--- src/hdl/l2bh_pkg.sv ---
package l2bh_pkg;

  localparam logic [31:0] GOLDEN_WORD = 32'h9e37_79b9;

  // bytes held per 12-byte block before the twelfth arrives
  localparam int STORE_DEPTH = 11;
  localparam int FILL_W      = 4;
  localparam logic [FILL_W-1:0] FILL_LAST = FILL_W'(STORE_DEPTH);

  localparam int ROW_W = 4;
  localparam logic [ROW_W-1:0] LAST_ROW = ROW_W'(8);

  localparam int QDEPTH = 2;
  localparam int QPTR_W = 1;
  localparam int QCNT_W = 2;

  typedef enum logic [1:0] {
    CMD_BLOCK       = 2'd0,  // absorb a full block, mix
    CMD_FINAL       = 2'd1,  // absorb tail, mix, emit c
    CMD_BLOCK_FINAL = 2'd2   // absorb full block, mix, mix again (empty tail), emit c
  } cmd_kind_e;

  typedef struct packed {
    logic        first;   // first transaction of a key: start from golden words and seed
    cmd_kind_e   kind;
    logic [31:0] seed;
    logic [31:0] add_a;
    logic [31:0] add_b;
    logic [31:0] add_c;
  } cmd_t;

  typedef struct packed {
    logic q_pop;
    logic res_wr;
  } bk_stat_t;

  typedef struct packed {
    logic [31:0] a;
    logic [31:0] b;
    logic [31:0] c;
  } words_t;

  // One row of the lookup2 mix per call.
  function automatic words_t mix_row(input words_t w, input logic [ROW_W-1:0] row);
    words_t r;
    r = w;
    unique case (row)
      4'd0: begin r.a = w.a - w.b - w.c; r.a = r.a ^ (w.c >> 13); end
      4'd1: begin r.b = w.b - w.c - w.a; r.b = r.b ^ (w.a << 8);  end
      4'd2: begin r.c = w.c - w.a - w.b; r.c = r.c ^ (w.b >> 13); end
      4'd3: begin r.a = w.a - w.b - w.c; r.a = r.a ^ (w.c >> 12); end
      4'd4: begin r.b = w.b - w.c - w.a; r.b = r.b ^ (w.a << 16); end
      4'd5: begin r.c = w.c - w.a - w.b; r.c = r.c ^ (w.b >> 5);  end
      4'd6: begin r.a = w.a - w.b - w.c; r.a = r.a ^ (w.c >> 3);  end
      4'd7: begin r.b = w.b - w.c - w.a; r.b = r.b ^ (w.a << 10); end
      4'd8: begin r.c = w.c - w.a - w.b; r.c = r.c ^ (w.b >> 15); end
      default: r = w;
    endcase
    return r;
  endfunction

endpackage

--- src/hdl/l2bh_front.sv ---
module l2bh_front (
  input  logic           clk_i,
  input  logic           rst_ni,
  input  logic           accept_i,
  input  logic [7:0]     key_byte_i,
  input  logic           byte_present_i,
  input  logic           last_i,
  input  logic           cfg_we_i,
  input  logic [31:0]    cfg_initial_c_i,
  output logic           cmd_push_o,
  output l2bh_pkg::cmd_t cmd_o
);
  import l2bh_pkg::*;

  logic [7:0]        store_q [STORE_DEPTH];
  logic [FILL_W-1:0] fill_q, fill_d;
  logic              in_key_q, in_key_d;
  logic              started_q, started_d;
  logic [31:0]       initial_c_q;
  logic [31:0]       seed_q;

  logic [7:0]        view [STORE_DEPTH];
  logic [7:0]        tail [STORE_DEPTH];
  logic [FILL_W-1:0] n_tail;
  logic              full_blk;

  assign full_blk = byte_present_i && (fill_q == FILL_LAST);
  assign n_tail   = fill_q + {{(FILL_W-1){1'b0}}, byte_present_i};

  // incoming byte merged into its slot, then masked to the bytes of the tail
  always_comb begin
    for (int i = 0; i < STORE_DEPTH; i++) begin
      view[i] = (byte_present_i && fill_q == FILL_W'(i)) ? key_byte_i : store_q[i];
      tail[i] = (FILL_W'(i) < n_tail) ? view[i] : 8'h00;
    end
  end

  always_comb begin
    cmd_push_o  = accept_i && (full_blk || last_i);
    cmd_o.first = !started_q;
    cmd_o.seed  = in_key_q ? seed_q : initial_c_q;
    if (full_blk) begin
      cmd_o.kind  = last_i ? CMD_BLOCK_FINAL : CMD_BLOCK;
      cmd_o.add_a = {store_q[3], store_q[2], store_q[1], store_q[0]};
      cmd_o.add_b = {store_q[7], store_q[6], store_q[5], store_q[4]};
      cmd_o.add_c = {key_byte_i, store_q[10], store_q[9], store_q[8]};
    end else begin
      cmd_o.kind  = CMD_FINAL;
      cmd_o.add_a = {tail[3], tail[2], tail[1], tail[0]};
      cmd_o.add_b = {tail[7], tail[6], tail[5], tail[4]};
      // tail bytes 8..10 sit one byte up; the low byte carries the remainder length
      cmd_o.add_c = {tail[10], tail[9], tail[8], {(8-FILL_W){1'b0}}, n_tail};
    end
  end

  always_comb begin
    fill_d    = fill_q;
    in_key_d  = in_key_q;
    started_d = started_q;
    if (accept_i) begin
      if (last_i || full_blk) begin
        fill_d = '0;
      end else if (byte_present_i) begin
        fill_d = fill_q + 1'b1;
      end
      if (last_i) begin
        in_key_d = 1'b0;
      end else if (byte_present_i) begin
        in_key_d = 1'b1;
      end
      if (cmd_push_o) begin
        started_d = !last_i;
      end
    end
  end

  always_ff @(posedge clk_i or negedge rst_ni) begin
    if (!rst_ni) begin
      fill_q      <= '0;
      in_key_q    <= 1'b0;
      started_q   <= 1'b0;
      initial_c_q <= '0;
    end else begin
      fill_q    <= fill_d;
      in_key_q  <= in_key_d;
      started_q <= started_d;
      if (cfg_we_i) begin
        initial_c_q <= cfg_initial_c_i;
      end
    end
  end

  // seed latched when a key takes its first byte; later writes wait for the next key
  always_ff @(posedge clk_i) begin
    if (accept_i && !in_key_q) begin
      seed_q <= initial_c_q;
    end
    if (accept_i && byte_present_i && !full_blk) begin
      store_q[fill_q] <= key_byte_i;
    end
  end

endmodule

--- src/hdl/l2bh_cmdq.sv ---
module l2bh_cmdq (
  input  logic           clk_i,
  input  logic           rst_ni,
  input  logic           push_i,
  input  l2bh_pkg::cmd_t data_i,
  input  logic           pop_i,
  output l2bh_pkg::cmd_t head_o,
  output logic           full_o,
  output logic           empty_o
);
  import l2bh_pkg::*;

  cmd_t              entry_q [QDEPTH];
  logic [QPTR_W-1:0] wr_q, rd_q;
  logic [QCNT_W-1:0] cnt_q;

  assign head_o  = entry_q[rd_q];
  assign full_o  = (cnt_q == QCNT_W'(QDEPTH));
  assign empty_o = (cnt_q == '0);

  always_ff @(posedge clk_i or negedge rst_ni) begin
    if (!rst_ni) begin
      wr_q  <= '0;
      rd_q  <= '0;
      cnt_q <= '0;
    end else begin
      if (push_i) begin
        wr_q <= wr_q + 1'b1;
      end
      if (pop_i) begin
        rd_q <= rd_q + 1'b1;
      end
      if (push_i && !pop_i) begin
        cnt_q <= cnt_q + 1'b1;
      end else if (pop_i && !push_i) begin
        cnt_q <= cnt_q - 1'b1;
      end
    end
  end

  always_ff @(posedge clk_i) begin
    if (push_i) begin
      entry_q[wr_q] <= data_i;
    end
  end

endmodule

--- src/hdl/l2bh_back.sv ---
module l2bh_back (
  input  logic               clk_i,
  input  logic               rst_ni,
  input  l2bh_pkg::cmd_t     head_i,
  input  logic               q_empty_i,
  input  logic               pop_i,
  output l2bh_pkg::bk_stat_t stat_o,
  output logic               res_valid_o,
  output logic [31:0]        res_o
);
  import l2bh_pkg::*;

  typedef enum logic [2:0] {
    ST_IDLE = 3'b001,
    ST_MIX  = 3'b010,
    ST_HOLD = 3'b100
  } state_e;

  state_e           state_q, state_d;
  logic [ROW_W-1:0] row_q, row_d;
  logic             fin_q, fin_d;
  logic             again_q, again_d;
  words_t           w_q, w_d, mixed, base;
  logic [31:0]      res_q, res_d;
  logic             rv_q, rv_d;
  logic             pop_acc, slot_free;

  assign res_valid_o = rv_q;
  assign res_o       = res_q;

  always_comb begin
    base.a = head_i.first ? GOLDEN_WORD : w_q.a;
    base.b = head_i.first ? GOLDEN_WORD : w_q.b;
    base.c = head_i.first ? head_i.seed : w_q.c;
    mixed  = mix_row(w_q, row_q);
  end

  always_comb begin
    state_d       = state_q;
    row_d         = row_q;
    fin_d         = fin_q;
    again_d       = again_q;
    w_d           = w_q;
    res_d         = res_q;
    stat_o.q_pop  = 1'b0;
    stat_o.res_wr = 1'b0;
    pop_acc       = pop_i && rv_q;
    slot_free     = !rv_q || pop_acc;
    unique case (state_q)
      ST_IDLE: begin
        if (!q_empty_i) begin
          stat_o.q_pop = 1'b1;
          w_d.a   = base.a + head_i.add_a;
          w_d.b   = base.b + head_i.add_b;
          w_d.c   = base.c + head_i.add_c;
          row_d   = '0;
          fin_d   = (head_i.kind != CMD_BLOCK);
          again_d = (head_i.kind == CMD_BLOCK_FINAL);
          state_d = ST_MIX;
        end
      end
      ST_MIX: begin
        w_d = mixed;
        if (row_q != LAST_ROW) begin
          row_d = row_q + 1'b1;
        end else if (again_q) begin
          // key ended on a block boundary: empty tail, mix once more
          row_d   = '0;
          again_d = 1'b0;
        end else if (!fin_q) begin
          state_d = ST_IDLE;
        end else if (slot_free) begin
          res_d         = mixed.c;
          stat_o.res_wr = 1'b1;
          state_d       = ST_IDLE;
        end else begin
          state_d = ST_HOLD;
        end
      end
      ST_HOLD: begin
        if (slot_free) begin
          res_d         = w_q.c;
          stat_o.res_wr = 1'b1;
          state_d       = ST_IDLE;
        end
      end
      default: state_d = ST_IDLE;
    endcase
    rv_d = stat_o.res_wr || (rv_q && !pop_acc);
  end

  always_ff @(posedge clk_i or negedge rst_ni) begin
    if (!rst_ni) begin
      state_q <= ST_IDLE;
      row_q   <= '0;
      fin_q   <= 1'b0;
      again_q <= 1'b0;
      rv_q    <= 1'b0;
    end else begin
      state_q <= state_d;
      row_q   <= row_d;
      fin_q   <= fin_d;
      again_q <= again_d;
      rv_q    <= rv_d;
    end
  end

  always_ff @(posedge clk_i) begin
    w_q   <= w_d;
    res_q <= res_d;
  end

endmodule

--- src/hdl/lookup2_byte_hash_top.sv ---
// Channel   Dir  Handshake                   Payload
// key in    in   push / full                 key_byte, byte_present, last
// hash out  out  empty / pop                 hash_value
// seed cfg  in   cfg_valid_i / cfg_ready_o   cfg_initial_c_i (initial_c)
//
// Key bytes are taken one per cycle while full is low; each 12-byte block and each key end
// is one transaction to the mix unit: an absorb step, then 9 mix rows, run twice on a
// block-boundary end. Long keys stream at 1 byte/cycle; short keys are paced by the mix
// unit. Reset clears control state and the seed to 0. full rises only when the 2-entry
// queue is full; a waiting hash holds the mix unit only once a second is ready.
module lookup2_byte_hash_top (
  input  logic        clk_i,
  input  logic        rst_ni,
  // key byte channel
  input  logic        push,
  output logic        full,
  input  logic [7:0]  key_byte_i,
  input  logic        byte_present_i,
  input  logic        last_i,
  // hash result channel
  output logic        empty,
  input  logic        pop,
  output logic [31:0] hash_value_o,
  // seed register write
  input  logic        cfg_valid_i,
  output logic        cfg_ready_o,
  input  logic [31:0] cfg_initial_c_i
);
  import l2bh_pkg::*;

  logic     in_acc;
  logic     cmd_push;
  cmd_t     cmd, head;
  logic     q_full, q_empty;
  bk_stat_t bk_stat;
  logic     res_valid;

  // seed register is always writable; a mid-key write only affects the next key
  assign cfg_ready_o = 1'b1;

  // front stalls as a whole while the queue is full, so full never depends on push
  assign full   = q_full;
  assign in_acc = push && !q_full;
  assign empty  = !res_valid;

  // front: packs bytes, tracks fill and key state, builds block/final transactions
  l2bh_front u_front (
    .clk_i,
    .rst_ni,
    .accept_i        (in_acc),
    .key_byte_i,
    .byte_present_i,
    .last_i,
    .cfg_we_i        (cfg_valid_i && cfg_ready_o),
    .cfg_initial_c_i,
    .cmd_push_o      (cmd_push),
    .cmd_o           (cmd)
  );

  // decouples the byte stream from the multi-cycle mix
  l2bh_cmdq u_cmdq (
    .clk_i,
    .rst_ni,
    .push_i  (cmd_push),
    .data_i  (cmd),
    .pop_i   (bk_stat.q_pop),
    .head_o  (head),
    .full_o  (q_full),
    .empty_o (q_empty)
  );

  // back: holds words a/b/c, absorbs and mixes, parks the hash in the result register
  l2bh_back u_back (
    .clk_i,
    .rst_ni,
    .head_i      (head),
    .q_empty_i   (q_empty),
    .pop_i       (pop),
    .stat_o      (bk_stat),
    .res_valid_o (res_valid),
    .res_o       (hash_value_o)
  );

  // no transaction is pushed into a full queue
  a_no_push_full: assert property (@(posedge clk_i) disable iff (!rst_ni)
    cmd_push |-> !q_full)
    else $error("transaction pushed into full queue");

  // mix unit only takes a transaction that is there
  a_no_pop_empty: assert property (@(posedge clk_i) disable iff (!rst_ni)
    bk_stat.q_pop |-> !q_empty)
    else $error("queue popped while empty");

  // a waiting hash is never overwritten
  a_no_res_clobber: assert property (@(posedge clk_i) disable iff (!rst_ni)
    bk_stat.res_wr |-> (empty || pop))
    else $error("result overwritten before pop");

  // a popped hash leaves unless a new one is written in the same cycle
  a_pop_clears: assert property (@(posedge clk_i) disable iff (!rst_ni)
    (pop && !empty && !bk_stat.res_wr) |=> empty)
    else $error("result still present after pop");

endmodule

--- config.mk ---
export PLATFORM = sky130hd
export DESIGN_NAME = lookup2_byte_hash_top
export DESIGN_NICKNAME = d
export VERILOG_FILES = /design/src/hdl/l2bh_pkg.sv /design/src/hdl/l2bh_front.sv /design/src/hdl/l2bh_cmdq.sv /design/src/hdl/l2bh_back.sv /design/src/hdl/lookup2_byte_hash_top.sv
export SDC_FILE = /design/constraint.sdc
export NUM_CORES = 2
export LEC_CHECK = 0
export BUFFER_PORTS_ARGS = -buffer_cell sky130_fd_sc_hd__buf_4
export CAP_MARGIN = 5
export CORE_ASPECT_RATIO = 1.25
export CORE_MARGIN = 2
export CORE_UTILIZATION = 27
export DETAILED_ROUTE_END_ITERATION = 8
export GPL_TIMING_DRIVEN = 0
export PLACE_DENSITY = 0.52
export SLEW_MARGIN = 10
export SYNTH_ARGS = -nofsm -noshare
export SYNTH_HDL_FRONTEND = slang
export SYNTH_SLANG_ARGS = --single-unit
--- constraint.sdc ---
create_clock -name clk_i -period 12.25 [get_ports clk_i]
set_input_delay 1.8375 -clock clk_i [delete_from_list [all_inputs] [get_ports clk_i]]
set_output_delay 1.8375 -clock clk_i [all_outputs]
set_load 0.02 [all_outputs]
Word level (Yosys, flattened, before mapping)

Memories as Yosys holds them, arrays and structs flattened.
Cells that the tools add are included.

$add $sub $neg: 16
Order comparisons: 11
Equality and inequality tests: 34
Multiplexer cells: 71
Bitwise gates (word level): 10
Reduce and logical (&&, ||, !) cells: 53

Operator list:

| operator                                           | number |
|---|---|
| 2-to-1 mux 32 bit                                  | 9 |
| one-hot mux 32 bit (3 select lines)                | 3 |
| 2-to-1 mux 96 bit                                  | 2 |
| one-hot mux 96 bit (2 select lines)                | 1 |
| subtractor 32 bit                                  | 6 |
| 2-to-1 mux 8 bit                                   | 22 |
| adder 32 bit                                       | 3 |
| XOR 32 bit                                         | 3 |
| one-hot mux 32 bit (2 select lines)                | 1 |
| XOR 32 x 19 -> 32 bit                              | 2 |
| == test 4 x 3 -> 1 bit (second input constant)     | 8 |
| XOR 32 x 17 -> 32 bit                              | 1 |
| XOR 32 x 20 -> 32 bit                              | 1 |
| XOR 32 x 27 -> 32 bit                              | 1 |
| XOR 32 x 29 -> 32 bit                              | 1 |
| logical AND 1 bit                                  | 21 |
| == test 4 bit (second input constant)              | 5 |
| 2-to-1 mux 4 bit                                   | 5 |
| 2-to-1 mux 3 bit                                   | 6 |
| == test 4 x 2 -> 1 bit (second input constant)     | 4 |
| < comparator 3 x 4 -> 1 bit (first input constant) | 4 |
| 2-to-1 mux 1 bit                                   | 14 |
| < comparator 4 bit (first input constant)          | 3 |
| != test 4 bit (second input constant)              | 3 |
| 29 further kinds                                   | 66 |

Register bits: 212
RAM bits: 350
Input port bits: 47
Output and inout bits: 35
Logic and storage cells: 214
Memories kept: 2

Memories:

| name            | words | width | rd ports | clocked after memory_dff | wr ports | RTL line         | text |
|---|---|---|---|---|---|---|---|
| u_cmdq.entry_q  | 2     | 131   | 1        | 0                        | 1        | l2bh_cmdq.sv:13  | `cmd_t entry_q [QDEPTH];` |
| u_front.store_q | 11    | 8     | 11       | 0                        | 1        | l2bh_front.sv:15 | `logic [7:0] store_q [STORE_DEPTH];` |

Logic depth before layout (Yosys ltp)

Depth in word-level cells: 9
Mapped depth: 19
Depth with buffers taken out: 16

Modules after synthesis

From an unflattened synthesis, not the netlist that was laid out.

Cell total of the unflattened synthesis: 3605
Area, all modules: 38667.1 um^2

By module, submodules not included:

| module                | times used | cells each | area each (um^2) | seq. area each (um^2) |
|---|---|---|---|---|
| l2bh_back             | 1          | 2582       | 21202.8          | 4095.2 |
| l2bh_cmdq             | 1          | 424        | 9970.8           | 7967.6 |
| l2bh_front            | 1          | 595        | 7464.7           | 4554.4 |
| lookup2_byte_hash_top | 1          | 4          | 28.8             | 0.0 |

Worst setup path after synthesis

Ideal clock, no wire load.

Kind: input-to-reg
Start point: input byte_present_i
End point: memory u_cmdq.entry_q[0][0] (netlist name) (enable)
Setup time: 0.623 ns
Arrival time: 8.281 ns
Data required time: 11.627 ns
Path slack: 3.345 ns
Stages: 6
Buffers on the path: 2
Cells stage by stage: clkbuf_1 -> nand2_1 -> nor2_1 -> clkbuf_1 -> o21ai_0 -> nor2_1

Longest elaborated chain between the ends: 5

RTL lines:

| what                                   | RTL line                    | text |
|---|---|---|
| start: declaration                     | lookup2_byte_hash_top.sv:18 | `input logic byte_present_i,` |
| logical AND 1 bit                      | l2bh_front.sv:27            | `assign full_blk = byte_present_i && (fill_q == FILL_LAST);` |
| logical OR 1 bit                       | l2bh_front.sv:39            | `cmd_push_o = accept_i && (full_blk \|\| last_i);` |
| logical AND 1 bit                      | l2bh_front.sv:39            |  |
| 2-to-1 mux 1 bit                       | l2bh_cmdq.sv:42             | `if (push_i) begin` |
| 2-to-1 mux 1 bit (not written as such) | l2bh_cmdq.sv:43             | `entry_q[wr_q] <= data_i;` |
| end: declaration                       | l2bh_cmdq.sv:13             |  |

Every way passes these cells.

==> summary.txt <==
Run status
  – Outcome: finished, final reports clean

Cells and area
  – Fill cell count: 14,300
  – Area grow syn2layout: 13.8%
  – Nets: 3,975
  – Fraction of layout cells with a size suffix above 1: 10.5%

Floorplan
  – Die W: 336 um
  – Row cnt: 152
  – Die area: 0.141 sq mm
  – Die Y: 420 um
  – Boundary Pins: 82
  – Starting density of the core: 27.2%
  – Area of the core: 0.137 sq mm

Global routing
  – All-layer global routing usage: 21.0%
  – First-pass GRT wire length: 211 mm
  – Vias in the first global route: 28,300
  – Met3 Usage GRT: 2.16%
  – Largest net degree at the start of global routing: 53
  – Met1 usage: 25.8%
  – GR Layer Usage met2: 36.4%
  – Initial antenna violation count: 1
  – Total gr overflow: 0
  – GR peak layer: met2

Drt
  – DRC: 0
  – Via Count: 28,700
  – Avg WL per Cell: 27.3 um
  – Detailed-route wire length: 151 mm
  – Initial drt markers: 2,816
  – DRT Pass-1 Iters: 7
  – Antenna Nets Post-Route: 0
  – Via density: 5.19

Synthesis
  – Post-synth net total: 3,828
  – Synth top cells by count: 510 x edfxtp_1, 385 x nand2_1, 291 x a21oi_1, 242 x xnor2_1, 203 x ha_1
  – Synth cell types: 86
  – Synth top area cells: edfxtp_1 41%, ha_1 6.8%, xnor2_1 5.7%
  – Flops & latches, synth: 562
  – Asr flop ratio synth: 9.25%
  – Ys flop type: edfxtp_1
  – Synth top area share: 41.1%
  – Synth Area per Inst: 10.7 sq um
  – Post-synth EDFFs: 510
  – Top-count cell post-synth: edfxtp_1
  – Yosys top cell by area: edfxtp_1
  – Syn Std Cell Area: 0.0373 sq mm
  – Sequential area share after synthesis: 44.5%
  – Synth Warn #: 0
  – Mapped Cells: 3,482

STA
  – Min cycle time layout: 6.91 ns
  – Max Slew Vio Count: 0
  – Highest clock rate: 0.145 GHz
  – Worst Tran Pin Value: 1.40 ns
  – Min setup slack post-route: 5.34 ns
  – Relative slew margins: 6.92%
  – Clock skew: 0.0265 ns
  – Tcrit/Tclk final: 56.4%
  – Unrepaired setup endpoints after global routing: no
  – # setup viols final: 0
  – Final hold violation count: 0

Clock tree
  – Cells resized by post-CTS repair: 0
  – CTS tree: yes
  – Clock root cell: clkbuf_16
  – Clk_lat worst skew: 0.65 ns
  – Hold buffers post-CTS: 0
  – Maximum clock path buffer count: 3
  – H-tree levels: 2
  – CTS Sinks: 562
  – CTS buffer count: 56
  – Post-CTS setup buffers: 0
  – Worst-path clk slew: 0.07 ns

Setup path
  – R2r worst-path depth: 18
  – Critical path's top delay family: compound AO/OA/AOI/OAI gates
  – Crit path cell chain: clkbuf_1 > mux2i_1 > clkbuf_1 > clkbuf_1 > clkbuf_1 > nand2_1 > ha_1 > fa_1 > a21o_1 > a221oi_1 > a21oi_1 > a21oi_1 > o31ai_1 > a2111oi_1 > o21bai_1 > a21oi_1 > xor2_1 > o21ai_0
  – Crit-path slowest cell: clkbuf_1
  – Startpoint Class: flip-flop
  – Largest stage delay on the critical path: 0.77 ns
  – Worst path arrival time: 7.27 ns
  – Critical-path maximum fanout: 10
  – Path length in cells of the critical path: 18
  – Crit path buf inv count: 4
  – Crit end category: flip-flop
  – Critical path required time: 12.61 ns
  – Most Frequent Cell on Critical Path: clkbuf_1
  – CP Class: reg -> reg

Worst hold path
  – Hold WC Path Type: reg -> reg
  – WHS Path Cells: 0

Placed design
  – Number of port buffers: 78
  – Post-DP HPWL: 122 mm
  – Global placement routability congestion: 1.03
  – Dpl ws: 5.30 ns

Run
  – Max-cap violations: 0
## logic make-up after synthesis
| group | count (synthesis) | synth area share (%) |
|---|---|---|
| AOI/OAI and AO/OA | 935 | 15.8 |
| xor gates and xnor gates | 315 | 7.54 |
| adders and majority gates | 299 | 12.0 |
| buffers and inverters | 289 | 2.92 |
| DFF | 562 | 44.5 |
| muxes | 248 | 7.23 |
| other | 1 | 0.0101 |
| and+or+nand+nor | 833 | 9.96 |
## final cells by class
type / instances / area [sq um] / share of cell area [%]
multi-input combinational: 2631 / 19700 / 46.3
sequential: 562 / 16600 / 39.2
tap: 1848 / 2310 / 5.45
clock buffer: 78 / 1590 / 3.74
timing repair buffer: 89 / 821 / 1.93
inverter: 148 / 556 / 1.31
buffer: 141 / 536 / 1.26
clock inverter: 28 / 348 / 0.820
antenna: 2 / 5.00 / 0.0118
## layout by cell type, fill, tap and decap left out, drive strengths merged, types with 40 or more instances in the layout
cell    Yosys  layout
nand3      50      50
ha        203     203
o21ai     206     206
xnor2     242     242
and2       40      40
mux2i      76      76
a21o      101     101
fa         96      96
a21oi     291     291
mux2      172     172
nand2     385     385
xor2       69      69
buf        15     104
edfxtp    510     510
clkbuf    126     204
nor3       41      41
inv       148     155
o22ai      41      41
nor2      193     193
dfrtp      51      51
## worst reg2reg max path, delay by kind of cell (launching register included)
family | cells | cell delay (ns)
AOI/OAI and AO/OA | 9 | 2.55
buffers and inverters | 4 | 2.28
adders and majority gates | 2 | 0.72
DFF | 1 | 0.33
xor gates and xnor gates | 1 | 0.30
muxes | 1 | 0.29
and+or+nand+nor | 1 | 0.16
## routing by layer
layer,routed length (um),vias to the layer above
met5,0,-
met4,9390,0
met3,6750,259
met2,73400,981
met1,61500,14400
li1,-,13000
## worst paths after layout
kind,slack [ns],from,end
worst max-delay path,5.34,u_cmdq.rd_q,u_back.w_q[92]
worst min register to register,0.48,u_front.initial_c_q[29],u_front.seed_q[29]
worst min-delay path,0.48,u_front.initial_c_q[29],u_front.seed_q[29]
min in group asynchronous,1.23,rst_ni,u_front.initial_c_q[24]
max in group asynchronous,10.45,rst_ni,u_back.fin_q
worst max register to register,5.34,u_cmdq.rd_q,u_back.w_q[92]
## state kept, by name (all words and copies together), names as in the netlist, 4 cells and up
| register | cells |
|---|---|
| u_front.store_q | 88 |
| u_front.initial_c_q | 32 |
| u_back.w_q | 96 |
| u_front.seed_q | 32 |
| u_cmdq.entry_q | 262 |
| u_back.row_q | 4 |
| u_back.res_o | 32 |
| u_front.fill_q | 4 |
## stage by stage
stage               utilization (%)  instance area [sq um]  hold slack (ns)  cells  setup TNS, ns
floorplan                         -                  37300            0.439   3482              0
global placement               29.3                  40200            0.461   5408         -84.22
finish                         30.9                  42400            0.475   5527              0
detailed placement             29.5                  40500            0.461   5419              0
global route                   30.9                  42400            0.492   5525              0
CTS                            30.9                  42400            0.476   5525              0
Power is left out: the tool's default activity adds up to more than one toggle a clock period on the data nets, which glitch-free logic cannot reach.
